File: config.mk
export PLATFORM = sky130hd
export DESIGN_NAME = button_debounce_short_long_press
export DESIGN_NICKNAME = d
export VERILOG_FILES = /design/src/rtl/bdsl_pkg.sv /design/src/rtl/button_debounce_short_long_press.sv
export VERILOG_INCLUDE_DIRS = /design/src /design/src/rtl
export SDC_FILE = /design/constraint.sdc
export NUM_CORES = 1
export LEC_CHECK = 0
export ABC_CLOCK_PERIOD_IN_PS = 7000
export BUFFER_PORTS_ARGS = -buffer_cell sky130_fd_sc_hd__buf_2
export CAP_MARGIN = 20
export CORE_ASPECT_RATIO = 1.75
export CORE_MARGIN = 8
export CORE_UTILIZATION = 50
export CTS_CLUSTER_DIAMETER = 120
export DETAILED_ROUTE_END_ITERATION = 8
export HOLD_SLACK_MARGIN = 0.02
export PLACE_DENSITY = 0.72
export SLEW_MARGIN = 25
export SYNTH_ARGS = -nofsm -noshare
export SYNTH_HDL_FRONTEND = slang
export SYNTH_SLANG_ARGS = --single-unit
File: constraint.sdc
create_clock -name clk -period 7 [get_ports clk]
set_clock_uncertainty 0.2 [all_clocks]
set_input_delay 0.35 -clock clk [delete_from_list [all_inputs] [get_ports clk]]
set_output_delay 0.35 -clock clk [all_outputs]
set_load 0.05 [all_outputs]
File: src/rtl/button_debounce_short_long_press_defines.svh
// Assertion macros for the button debounce block.
`ifndef BUTTON_DEBOUNCE_SHORT_LONG_PRESS_DEFINES_SVH
`define BUTTON_DEBOUNCE_SHORT_LONG_PRESS_DEFINES_SVH

// Same-cycle implication, checked outside reset.
`define BDSL_ASSERT_NOW(lbl, ante, cons, msg) \
  lbl: assert property (@(posedge clk) disable iff (!rst_n) (ante) |-> (cons)) else $error(msg);

// Next-cycle implication, checked outside reset.
`define BDSL_ASSERT_NEXT(lbl, ante, cons, msg) \
  lbl: assert property (@(posedge clk) disable iff (!rst_n) (ante) |=> (cons)) else $error(msg);

`endif

File: src/rtl/bdsl_pkg.sv
// Package for the button debounce block: codes, widths and constants.
package bdsl_pkg;

  localparam int unsigned US_PER_MS   = 1000;
  localparam int unsigned DEB_MS_W    = 10;
  localparam int unsigned LONG_MS_W   = 16;
  localparam int unsigned DEB_US_W    = 20;  // 1023 * 1000 < 2**20
  localparam int unsigned LONG_US_W   = 26;  // 65535 * 1000 < 2**26
  localparam int unsigned TS_W        = 32;
  localparam int unsigned IN_TDATA_W  = 40;
  localparam int unsigned OUT_TDATA_W = 8;
  localparam int unsigned CFG_DATA_W  = 16;

  localparam int unsigned DEB_MS_RST  = 20;
  localparam int unsigned LONG_MS_RST = 3000;

  typedef enum logic {
    CMD_POLL = 1'b0,
    CMD_EDGE = 1'b1
  } cmd_t;

  typedef enum logic {
    REG_DEBOUNCE_MS = 1'b0,
    REG_LONG_MS     = 1'b1
  } cfg_reg_t;

  typedef enum logic [1:0] {
    EV_NONE  = 2'd0,
    EV_SHORT = 2'd1,
    EV_LONG  = 2'd2
  } press_ev_t;

endpackage

File: src/rtl/button_debounce_short_long_press.sv
// Button debounce with short and long press detection, single stage.
//
//  channel | dir | handshake          | payload
//  --------+-----+--------------------+-----------------------------------------
//  in_     | in  | in_tvalid/tready   | tuser: cmd; tdata: now_us, level, edges
//  out_    | out | out_tvalid/tready  | tdata: press_event, is_pressed
//  cfg_    | in  | cfg_valid/ready    | cfg_index, cfg_data
//
//  One item per cycle sustained while out_tready is high. An accepted transfer
//  lands in the input register; the state-update pass then computes the result
//  and updates state in one pass, loading the result register behind out_tvalid.
//  Throughput is set by the single state-update stage (subtract and compare on
//  32-bit timestamps against registered microsecond thresholds).
//  Output stall holds the result register; the input register still takes a
//  transfer in the same cycle the result is taken.
//  Reset (rst_n low, sync) clears valid and button state, restores 20 ms / 3000 ms.
//  cfg_ready is always high; thresholds are scaled to microseconds on write.
`include "button_debounce_short_long_press_defines.svh"

module button_debounce_short_long_press
  import bdsl_pkg::*;
(
  input  logic                    clk,
  input  logic                    rst_n,

  input  logic                    in_tvalid,
  output logic                    in_tready,
  // [31:0] now_us, [32] level, [33] rise_edge, [34] fall_edge, [39:35] zero
  input  logic [IN_TDATA_W-1:0]   in_tdata,
  // [0] cmd
  input  logic                    in_tuser,

  output logic                    out_tvalid,
  input  logic                    out_tready,
  // [1:0] press_event, [2] is_pressed, [7:3] zero
  output logic [OUT_TDATA_W-1:0]  out_tdata,

  input  logic                    cfg_valid,
  output logic                    cfg_ready,
  input  logic                    cfg_index,
  input  logic [CFG_DATA_W-1:0]   cfg_data
);

  // Thresholds in microseconds
  logic [DEB_US_W-1:0]  deb_us_r;
  logic [LONG_US_W-1:0] long_us_r;

  // Input register
  logic                 in_valid_r;
  logic                 cmd_r;
  logic [TS_W-1:0]      now_r;
  logic                 level_r;
  logic                 rise_r;
  logic                 fall_r;

  // Result register
  logic                 out_valid_r;
  press_ev_t            ev_r;
  logic                 is_pressed_r;

  // Button state
  logic            edge_seen_r,  edge_seen_nxt;
  logic [TS_W-1:0] last_edge_r,  last_edge_nxt;
  logic            rise_seen_r,  rise_seen_nxt;
  logic [TS_W-1:0] rise_time_r,  rise_time_nxt;
  logic            fall_seen_r,  fall_seen_nxt;
  logic [TS_W-1:0] fall_time_r,  fall_time_nxt;
  logic            last_level_r, last_level_nxt;
  logic [TS_W-1:0] lvl_time_r,   lvl_time_nxt;
  logic            pressed_r,    pressed_nxt;
  logic            long_done_r,  long_done_nxt;
  logic [TS_W-1:0] press_start_r, press_start_nxt;
  press_ev_t       ev_nxt;

  logic            adv;
  logic            cfg_wr;
  logic [TS_W-1:0] deb_ext;
  logic [TS_W-1:0] long_ext;
  logic [TS_W-1:0] lvl_age;
  logic [TS_W-1:0] edge_age;
  logic [TS_W-1:0] hold_age;
  logic [TS_W-1:0] span;
  logic            settled;
  logic            rise_seen_e;

  // Stage advances when the result register is free or being drained.
  assign adv       = in_valid_r && (!out_valid_r || out_tready);
  assign in_tready = !in_valid_r || adv;
  assign cfg_ready = 1'b1;
  assign cfg_wr    = cfg_valid && cfg_ready;

  assign out_tvalid = out_valid_r;
  assign out_tdata  = {5'b0, is_pressed_r, ev_r};

  // Threshold registers, scaled to microseconds as they are written
  always_ff @(posedge clk) begin
    if (!rst_n) begin
      deb_us_r  <= DEB_US_W'(DEB_MS_RST * US_PER_MS);
      long_us_r <= LONG_US_W'(LONG_MS_RST * US_PER_MS);
    end else if (cfg_wr) begin
      unique case (cfg_reg_t'(cfg_index))
        REG_DEBOUNCE_MS: deb_us_r  <= DEB_US_W'(cfg_data[DEB_MS_W-1:0]) *
                                      DEB_US_W'(US_PER_MS);
        REG_LONG_MS:     long_us_r <= LONG_US_W'(cfg_data[LONG_MS_W-1:0]) *
                                      LONG_US_W'(US_PER_MS);
      endcase
    end
  end

  // Input register
  always_ff @(posedge clk) begin
    if (!rst_n) begin
      in_valid_r <= 1'b0;
    end else if (in_tready) begin
      in_valid_r <= in_tvalid;
    end
  end

  always_ff @(posedge clk) begin
    if (in_tready && in_tvalid) begin
      cmd_r   <= in_tuser;
      now_r   <= in_tdata[TS_W-1:0];
      level_r <= in_tdata[TS_W];
      rise_r  <= in_tdata[TS_W+1];
      fall_r  <= in_tdata[TS_W+2];
    end
  end

  // Time differences wrap modulo 2**32.
  assign deb_ext  = TS_W'(deb_us_r);
  assign long_ext = TS_W'(long_us_r);
  // A level change in this poll restarts the settle window at zero age.
  assign lvl_age  = (level_r != last_level_r) ? '0 : now_r - lvl_time_r;
  assign edge_age = now_r - last_edge_r;
  assign hold_age = now_r - press_start_r;
  assign span     = fall_time_r - rise_time_r;
  assign settled  = (lvl_age >= deb_ext) && (!edge_seen_r || edge_age >= deb_ext);
  assign rise_seen_e = rise_seen_r || rise_r;

  always_comb begin
    edge_seen_nxt   = edge_seen_r;
    last_edge_nxt   = last_edge_r;
    rise_seen_nxt   = rise_seen_r;
    rise_time_nxt   = rise_time_r;
    fall_seen_nxt   = fall_seen_r;
    fall_time_nxt   = fall_time_r;
    last_level_nxt  = last_level_r;
    lvl_time_nxt    = lvl_time_r;
    pressed_nxt     = pressed_r;
    long_done_nxt   = long_done_r;
    press_start_nxt = press_start_r;
    ev_nxt          = EV_NONE;

    unique case (cmd_t'(cmd_r))
      CMD_EDGE: begin
        if (rise_r || fall_r) begin
          edge_seen_nxt = 1'b1;
          last_edge_nxt = now_r;
          if (rise_r && !rise_seen_r) begin
            rise_seen_nxt = 1'b1;
            rise_time_nxt = now_r;
          end
          // a fall before any rise is dropped
          if (fall_r && rise_seen_e) begin
            fall_seen_nxt = 1'b1;
            fall_time_nxt = now_r;
          end
        end
      end
      CMD_POLL: begin
        if (level_r != last_level_r) begin
          last_level_nxt = level_r;
          lvl_time_nxt   = now_r;
        end
        if (!pressed_r) begin
          if (settled) begin
            // history is cleared on every settled idle poll
            rise_seen_nxt = 1'b0;
            fall_seen_nxt = 1'b0;
            if (level_r) begin
              pressed_nxt     = 1'b1;
              long_done_nxt   = 1'b0;
              press_start_nxt = rise_seen_r ? rise_time_r :
                                (level_r != last_level_r) ? now_r : lvl_time_r;
            end else if (rise_seen_r && fall_seen_r && span >= deb_ext) begin
              ev_nxt = (span >= long_ext) ? EV_LONG : EV_SHORT;
            end
          end
        end else begin
          priority if (!long_done_r && hold_age >= long_ext) begin
            long_done_nxt = 1'b1;
            ev_nxt        = EV_LONG;
          end else if (!level_r && settled) begin
            pressed_nxt   = 1'b0;
            rise_seen_nxt = 1'b0;
            fall_seen_nxt = 1'b0;
            ev_nxt        = long_done_r ? EV_NONE : EV_SHORT;
          end else begin
            ev_nxt = EV_NONE;
          end
        end
      end
    endcase
  end

  // State and result update
  always_ff @(posedge clk) begin
    if (!rst_n) begin
      edge_seen_r   <= 1'b0;
      last_edge_r   <= '0;
      rise_seen_r   <= 1'b0;
      rise_time_r   <= '0;
      fall_seen_r   <= 1'b0;
      fall_time_r   <= '0;
      last_level_r  <= 1'b0;
      lvl_time_r    <= '0;
      pressed_r     <= 1'b0;
      long_done_r   <= 1'b0;
      press_start_r <= '0;
    end else if (adv) begin
      edge_seen_r   <= edge_seen_nxt;
      last_edge_r   <= last_edge_nxt;
      rise_seen_r   <= rise_seen_nxt;
      rise_time_r   <= rise_time_nxt;
      fall_seen_r   <= fall_seen_nxt;
      fall_time_r   <= fall_time_nxt;
      last_level_r  <= last_level_nxt;
      lvl_time_r    <= lvl_time_nxt;
      pressed_r     <= pressed_nxt;
      long_done_r   <= long_done_nxt;
      press_start_r <= press_start_nxt;
    end
  end

  always_ff @(posedge clk) begin
    if (!rst_n) begin
      out_valid_r <= 1'b0;
    end else if (adv) begin
      out_valid_r <= 1'b1;
    end else if (out_tready) begin
      out_valid_r <= 1'b0;
    end
  end

  always_ff @(posedge clk) begin
    if (adv) begin
      ev_r         <= ev_nxt;
      is_pressed_r <= pressed_nxt;
    end
  end

  // Checks
  `BDSL_ASSERT_NOW(a_fall_needs_rise, fall_seen_r, rise_seen_r,
                   "fall recorded without a rise")
  `BDSL_ASSERT_NEXT(a_edge_no_event, adv && cmd_r == CMD_EDGE, ev_r == EV_NONE,
                    "edge report produced a press event")
  `BDSL_ASSERT_NOW(a_short_released, out_valid_r && ev_r == EV_SHORT, !is_pressed_r,
                   "short press reported while pressed")
  `BDSL_ASSERT_NEXT(a_stall_holds_item, in_valid_r && !adv, in_valid_r,
                    "input item lost during stall")

endmodule
### After elaboration in Yosys (flattened, before gate mapping)

Cells that the tools add are included.

| storage, ports and cells | value |
|---|---|
| register bits | 247 |
| output and inout port bits | 11 |
| word-level logic and storage cells | 111 |

| operators by class | value |
|---|---|
| add/sub/neg operators | 4 |
| multiply operators | 2 |
| $lt $le $gt $ge | 5 |
| eq/ne operators | 8 |
| mux-type cells | 33 |
| bitwise logic cells | 3 |
| reduce and logical (&&, ||, !) cells | 34 |

Operator list:

| cell | count |
|---|---|
| subtractor 32 bit | 4 |
| greater-or-equal comparator 32 x 20 -> 1 bit | 3 |
| 2-to-1 mux 32 bit | 3 |
| greater-or-equal comparator 32 x 26 -> 1 bit | 2 |
| multiplier 16 x 7 -> 23 bit, second input constant | 1 |
| 2-to-1 mux 1 bit | 22 |
| multiplier 10 x 7 -> 17 bit, second input constant | 1 |
| 2-to-1 mux 2 bit | 6 |
| AND reduction 6 bit | 2 |
| AND reduction 5 bit | 2 |
| logical AND 1 bit | 9 |
| != test 3 bit, second input constant | 3 |
| != test 2 x 1 -> 1 bit, second input constant | 4 |
| AND reduction 4 bit | 2 |
| logical NOT 1 bit | 6 |
| AND reduction 2 bit | 3 |
| AND reduction 3 bit | 2 |
| nonzero test 2 bit | 3 |
| logical OR 1 bit | 5 |
| one-hot mux 1 bit (2 select lines) | 2 |
| NOT 1 bit | 3 |
| != test 1 bit | 1 |

### Depth between registers and ports, before layout

| logic depth | value |
|---|---|
| word-level depth | 9 |
| gate-level depth with buffers | 26 |
| mapped depth without buffers | 25 |

### Least setup slack after synthesis

No wires, ideal clock.

| timing path | value |
|---|---|
| path type | register to register |
| start | register now_r[1] |
| end | register ev_r[0], data pin |
| setup time | 254 ps |
| arrival | 4,960 ps |
| required time | 6,546 ps |
| slack | 1,586 ps |
| stages on the path, launching flop included | 24 |
| cell sequence | edfxtp_1 > ha_1 > nor2b_1 > o31a_1 > o41a_1 > o211ai_2 > and2_1 > o21bai_1 > a21o_1 > a21oi_1 > xor2_1 > nor2_1 > ha_1 > a21o_1 > a21o_1 > a21oi_1 > nand3_1 > o21a_1 > a311o_1 > a2111oi_0 > and4b_1 > nand4b_2 > and4_2 > o21a_1 |

| on the way | value |
|---|---|
| cells in the longest elaborated chain, start to end | 8 |

RTL lines:

| item | line | text |
|---|---|---|
| start, declared | button_debounce_short_long_press.sv:51 | `logic [TS_W-1:0] now_r;` |
| start signal, assigned | button_debounce_short_long_press.sv:122 | `now_r <= in_tdata[TS_W-1:0];` |
| subtractor 32 bit (on tied branches) | button_debounce_short_long_press.sv:133, button_debounce_short_long_press.sv:134 |  |
| 2-to-1 mux 32 bit / greater-or-equal comparator 32 x 20 -> 1 bit (equally long branches) | button_debounce_short_long_press.sv:133, button_debounce_short_long_press.sv:137 |  |
| greater-or-equal comparator 32 x 20 -> 1 bit / logical OR 1 bit (equally long branches) | button_debounce_short_long_press.sv:137 | `assign settled = (lvl_age >= deb_ext) && (!edge_seen_r \|\| edge_age >= deb_ext);` |
| logical AND 1 bit | button_debounce_short_long_press.sv:137 |  |
| logical AND 1 bit | button_debounce_short_long_press.sv:193 | `end else if (!level_r && settled) begin` |
| 2-to-1 mux 1 bit | button_debounce_short_long_press.sv:193 |  |
| 2-to-1 mux 2 bit | button_debounce_short_long_press.sv:190 | `priority if (!long_done_r && hold_age >= long_ext) begin` |
| 2-to-1 mux 2 bit (*) | button_debounce_short_long_press.sv:175 | `if (!pressed_r) begin` |
| end signal, assigned | button_debounce_short_long_press.sv:247 | `ev_r <= ev_nxt;` |
| end, declared | button_debounce_short_long_press.sv:58 | `press_ev_t ev_r;` |

Every way passes the cells marked *; elsewhere a longest branch is shown, timed or not.
A chain may end at the register's enable or synchronous reset.

### Worst setup path after layout

| timing path | value |
|---|---|
| start | register now_r[0] |
| end | register press_start_r[2] |

| on the way | value |
|---|---|
| cells in the longest elaborated chain, start to end | 5 |

RTL lines:

| item | line | text |
|---|---|---|
| subtractor 32 bit (on tied branches) | button_debounce_short_long_press.sv:133, button_debounce_short_long_press.sv:134 |  |
| 2-to-1 mux 32 bit / greater-or-equal comparator 32 x 20 -> 1 bit (equally long branches) | button_debounce_short_long_press.sv:133, button_debounce_short_long_press.sv:137 |  |
| greater-or-equal comparator 32 x 20 -> 1 bit / logical OR 1 bit (equally long branches) | button_debounce_short_long_press.sv:137 |  |
| logical AND 1 bit (*) | button_debounce_short_long_press.sv:137 |  |
| AND reduction 5 bit (no line) (*) | -- |  |
| end signal, assigned | button_debounce_short_long_press.sv:231 | `press_start_r <= press_start_nxt;` |
| end, declared | button_debounce_short_long_press.sv:72 | `logic [TS_W-1:0] press_start_r, press_start_nxt;` |

Marked as above.

==> results.sh <==
export IMPL_slew_headroom_pct=31.5
export IMPL_start_kind="register"
export IMPL_combPwrFrac_pct=47.9
export IMPL_rsz0062_at_grt="no"
export IMPL_p_switching_mw=2.27
export IMPL_power_density_mw_per_mm2=245
export IMPL_cts_sinks=247
export IMPL_portBuffers=62
export IMPL_vias=19300
export IMPL_dp_hpwl_um=47400
export IMPL_dieArea_sq_mm=0.0503
export IMPL_fmax_mhz=151
export IMPL_synthCells=2700
export IMPL_antenna_found_initial=0
export IMPL_min_path_type="in2reg"
export IMPL_cts_tree="built"
export IMPL_crit_family="compound AO/OA/AOI/OAI gates"
export IMPL_period_minus_slack_ps=6630
export IMPL_hold_violations=0
export IMPL_worstPathRequired_ps=7240
export IMPL_yosysWarnings=0
export IMPL_synth_common_cells="nand2_1 (428), ha_1 (293), a21oi_1 (287)"
export IMPL_track_usage_pct=23.7
export IMPL_peakVddDrop_mv=0.196
export IMPL_p_seq_share_pct=28.1
export IMPL_critPathArrivalTime_ps=6880
export IMPL_cts_made_buffers=25
export IMPL_outcome="completed"
export IMPL_start_util_pct=50.7
export IMPL_cts_htree_levels=1
export IMPL_n_antenna_cell=0
export IMPL_die_x_um=173
export IMPL_drt_iter0_markers=955
export IMPL_avgViaCountPerCell=5.82
export IMPL_synth_top_area_cell="dfxtp_1"
export IMPL_period_share_pct=94.8
export IMPL_core_sq_mm=0.0425
export IMPL_drv_slew=0
export IMPL_avgSynthCellArea_sq_um=7.99
export IMPL_critPathCaptureType="register"
export IMPL_grt_max_degree=88
export IMPL_postRouteAntennaNets=0
export IMPL_p_leak_nw=9.80
export IMPL_dr_pass1_iters=6
export IMPL_yosys_most_used_dff="dfxtp_1"
export IMPL_synth_most_common_cell="nand2_1"
export IMPL_clk_pin_slew_worst_paths_ps=70
export IMPL_synth_cell_types=85
export IMPL_area_growth_pct=8.85
export IMPL_setup_violations=0
export IMPL_synthTopCellsByArea="dfxtp_1 (19%), ha_1 (17%), nand2_1 (7.4%)"
export IMPL_grt_pass1_vias=19400
export IMPL_yosysSeqAreaShare_pct=24.7
export IMPL_synth_edf_count=39
export IMPL_final_layout_size_suffix_gt1_share_pct=5.98
export IMPL_rows=100
export IMPL_crit_top_cell="nor2_1"
export IMPL_final_nets=3155
export IMPL_wirelength_um=61600
export IMPL_drc=0
export IMPL_io_pins=74
export IMPL_slowest_stage="nand4_4"
export IMPL_tightest_slew_ps=1030
export IMPL_p_int_mw=3.48
export IMPL_cp_num_buf_inv=2
export IMPL_clkPwrFrac_pct=24.0
export IMPL_swShare_pct=39.5
export IMPL_root_buffer="clkbuf_16"
export IMPL_tns_ps=0
export IMPL_drv_cap=0
export IMPL_cp_max_fo=33
export IMPL_place_gp_congestion=0.939
export IMPL_cts_resized_gates=0
export IMPL_grt_pass1_wl_um=98100
export IMPL_place_inst=3230
export IMPL_syn_area_sq_mm=0.0216
export IMPL_die_y_um=291
export IMPL_wl_per_cell_um=18.6
export IMPL_clockBufferDepth=3
export IMPL_fin_cells=3318
export IMPL_synthArstFlopShare_pct=0
export IMPL_cpPeakStageDelay_ps=620
export IMPL_insertion_delay_ps=560
export IMPL_crit_type="reg2reg"
export IMPL_yosys_area_top_type_share_pct=19.3
export IMPL_synth_seq_cells=247
export IMPL_grt_overflow=0
export IMPL_fill_cells=4018
==> worst min-delay path, stage by stage <==
cell and delay (ps):
buf_2 110, nor2b_2 130, nand2_1 90, a21oi_1 50
==> through the flow <==
step / area (sq um) / power (mW) / util, % / setup slack (ps) / hold WS [ps]
CTS: 23500 / 5.77 / 55.2 / 436 / 44.3
finish: 23500 / 5.75 / 55.2 / 366 / 52.9
global placement: 22200 / 4.27 / 52.3 / 603 / 241
global route: 23500 / 6.18 / 55.2 / 10.3 / 81.1
floorplan: 21600 / 3.73 / - / 1590 / 232
detailed placement: 22200 / 4.36 / 52.3 / 460 / 246
==> cell type report <==
type	instances	area, sq um	share of cell area [%]
multi-input cells	2102	14800	63.2
flip-flops and latches	247	5340	22.7
inverters	240	903	3.85
repair buffers	122	866	3.69
clock buffers	35	723	3.08
well taps	561	702	2.99
clock inverters	11	97.6	0.416
==> sequential cells by signal (all words and copies together) (netlist names), 2 cells and up <==
register	flops
deb_us_r	17
ev_r	2
fall_time_r	32
last_edge_r	32
long_us_r	23
lvl_time_r	32
now_r	32
press_start_r	32
rise_time_r	32
==> final timing paths <==
kind / startpoint / endpoint / slack, ps / depth (start not counted)
hold reg to reg: long_us_r[13] / long_us_r[13] / 250 / 2
hold / removal: cfg_index / deb_us_r[15] / 50 / 4
setup reg to reg: now_r[0] / press_start_r[2] / 370 / 25
setup / recovery: now_r[0] / press_start_r[2] / 370 / 25
==> what timing repair did <==
| action | CTS | global route |
|---|---|---|
| buffers inserted | 0 | 0 |
| hold buffers | 42 | 0 |
| endpoints found under the hold margin | 43 | 0 |
==> cell usage in the layout (no fill, tap or decap), drive strengths merged, types with 39 or more instances in the layout <==
cell / n
xor2: 44
buf: 80
dfxtp: 208
a21o: 73
ha: 293
nor2: 181
edfxtp: 39
nand2: 428
a21oi: 288
fa: 61
inv: 244
mux2i: 40
xnor2: 71
a211oi: 56
o21ai: 122
dlygate4sd3: 42
==> per-layer routing <==
| metal | vias up | routed length [um] | GRT usage (%) |
|---|---|---|---|
| met3 | 187 | 2520 | 2.35 |
| met1 | 9116 | 23600 | 25.0 |
| met5 | - | 0 | 0 |
| li1 | 9485 | - | - |
| met4 | 0 | 3500 | 12.8 |
| met2 | 510 | 32100 | 45.3 |
==> logic make-up after synthesis <==
group	after synthesis	synth area share [%]
multiplexers	42	1.96
other	2	0.0348
adder cells (fa/ha/maj)	354	22.7
AND/OR/NAND/NOR	847	17.6
XOR/XNOR	115	4.67
AO/OA/AOI/OAI	738	21.6
flip-flops	247	24.7
buffers and inverters	355	6.72
==> power by group through the flow <==
stage               Clock [mW]  Combinational, mW  Sequential (mW)
floorplan                    0               2.10             1.62
global placement             0               2.63             1.64
detailed placement           0               2.71             1.65
CTS                       1.40               2.75             1.62
global route              1.45               3.10             1.63
finish                    1.38               2.75             1.62
(Power assumes the default switching activity.)
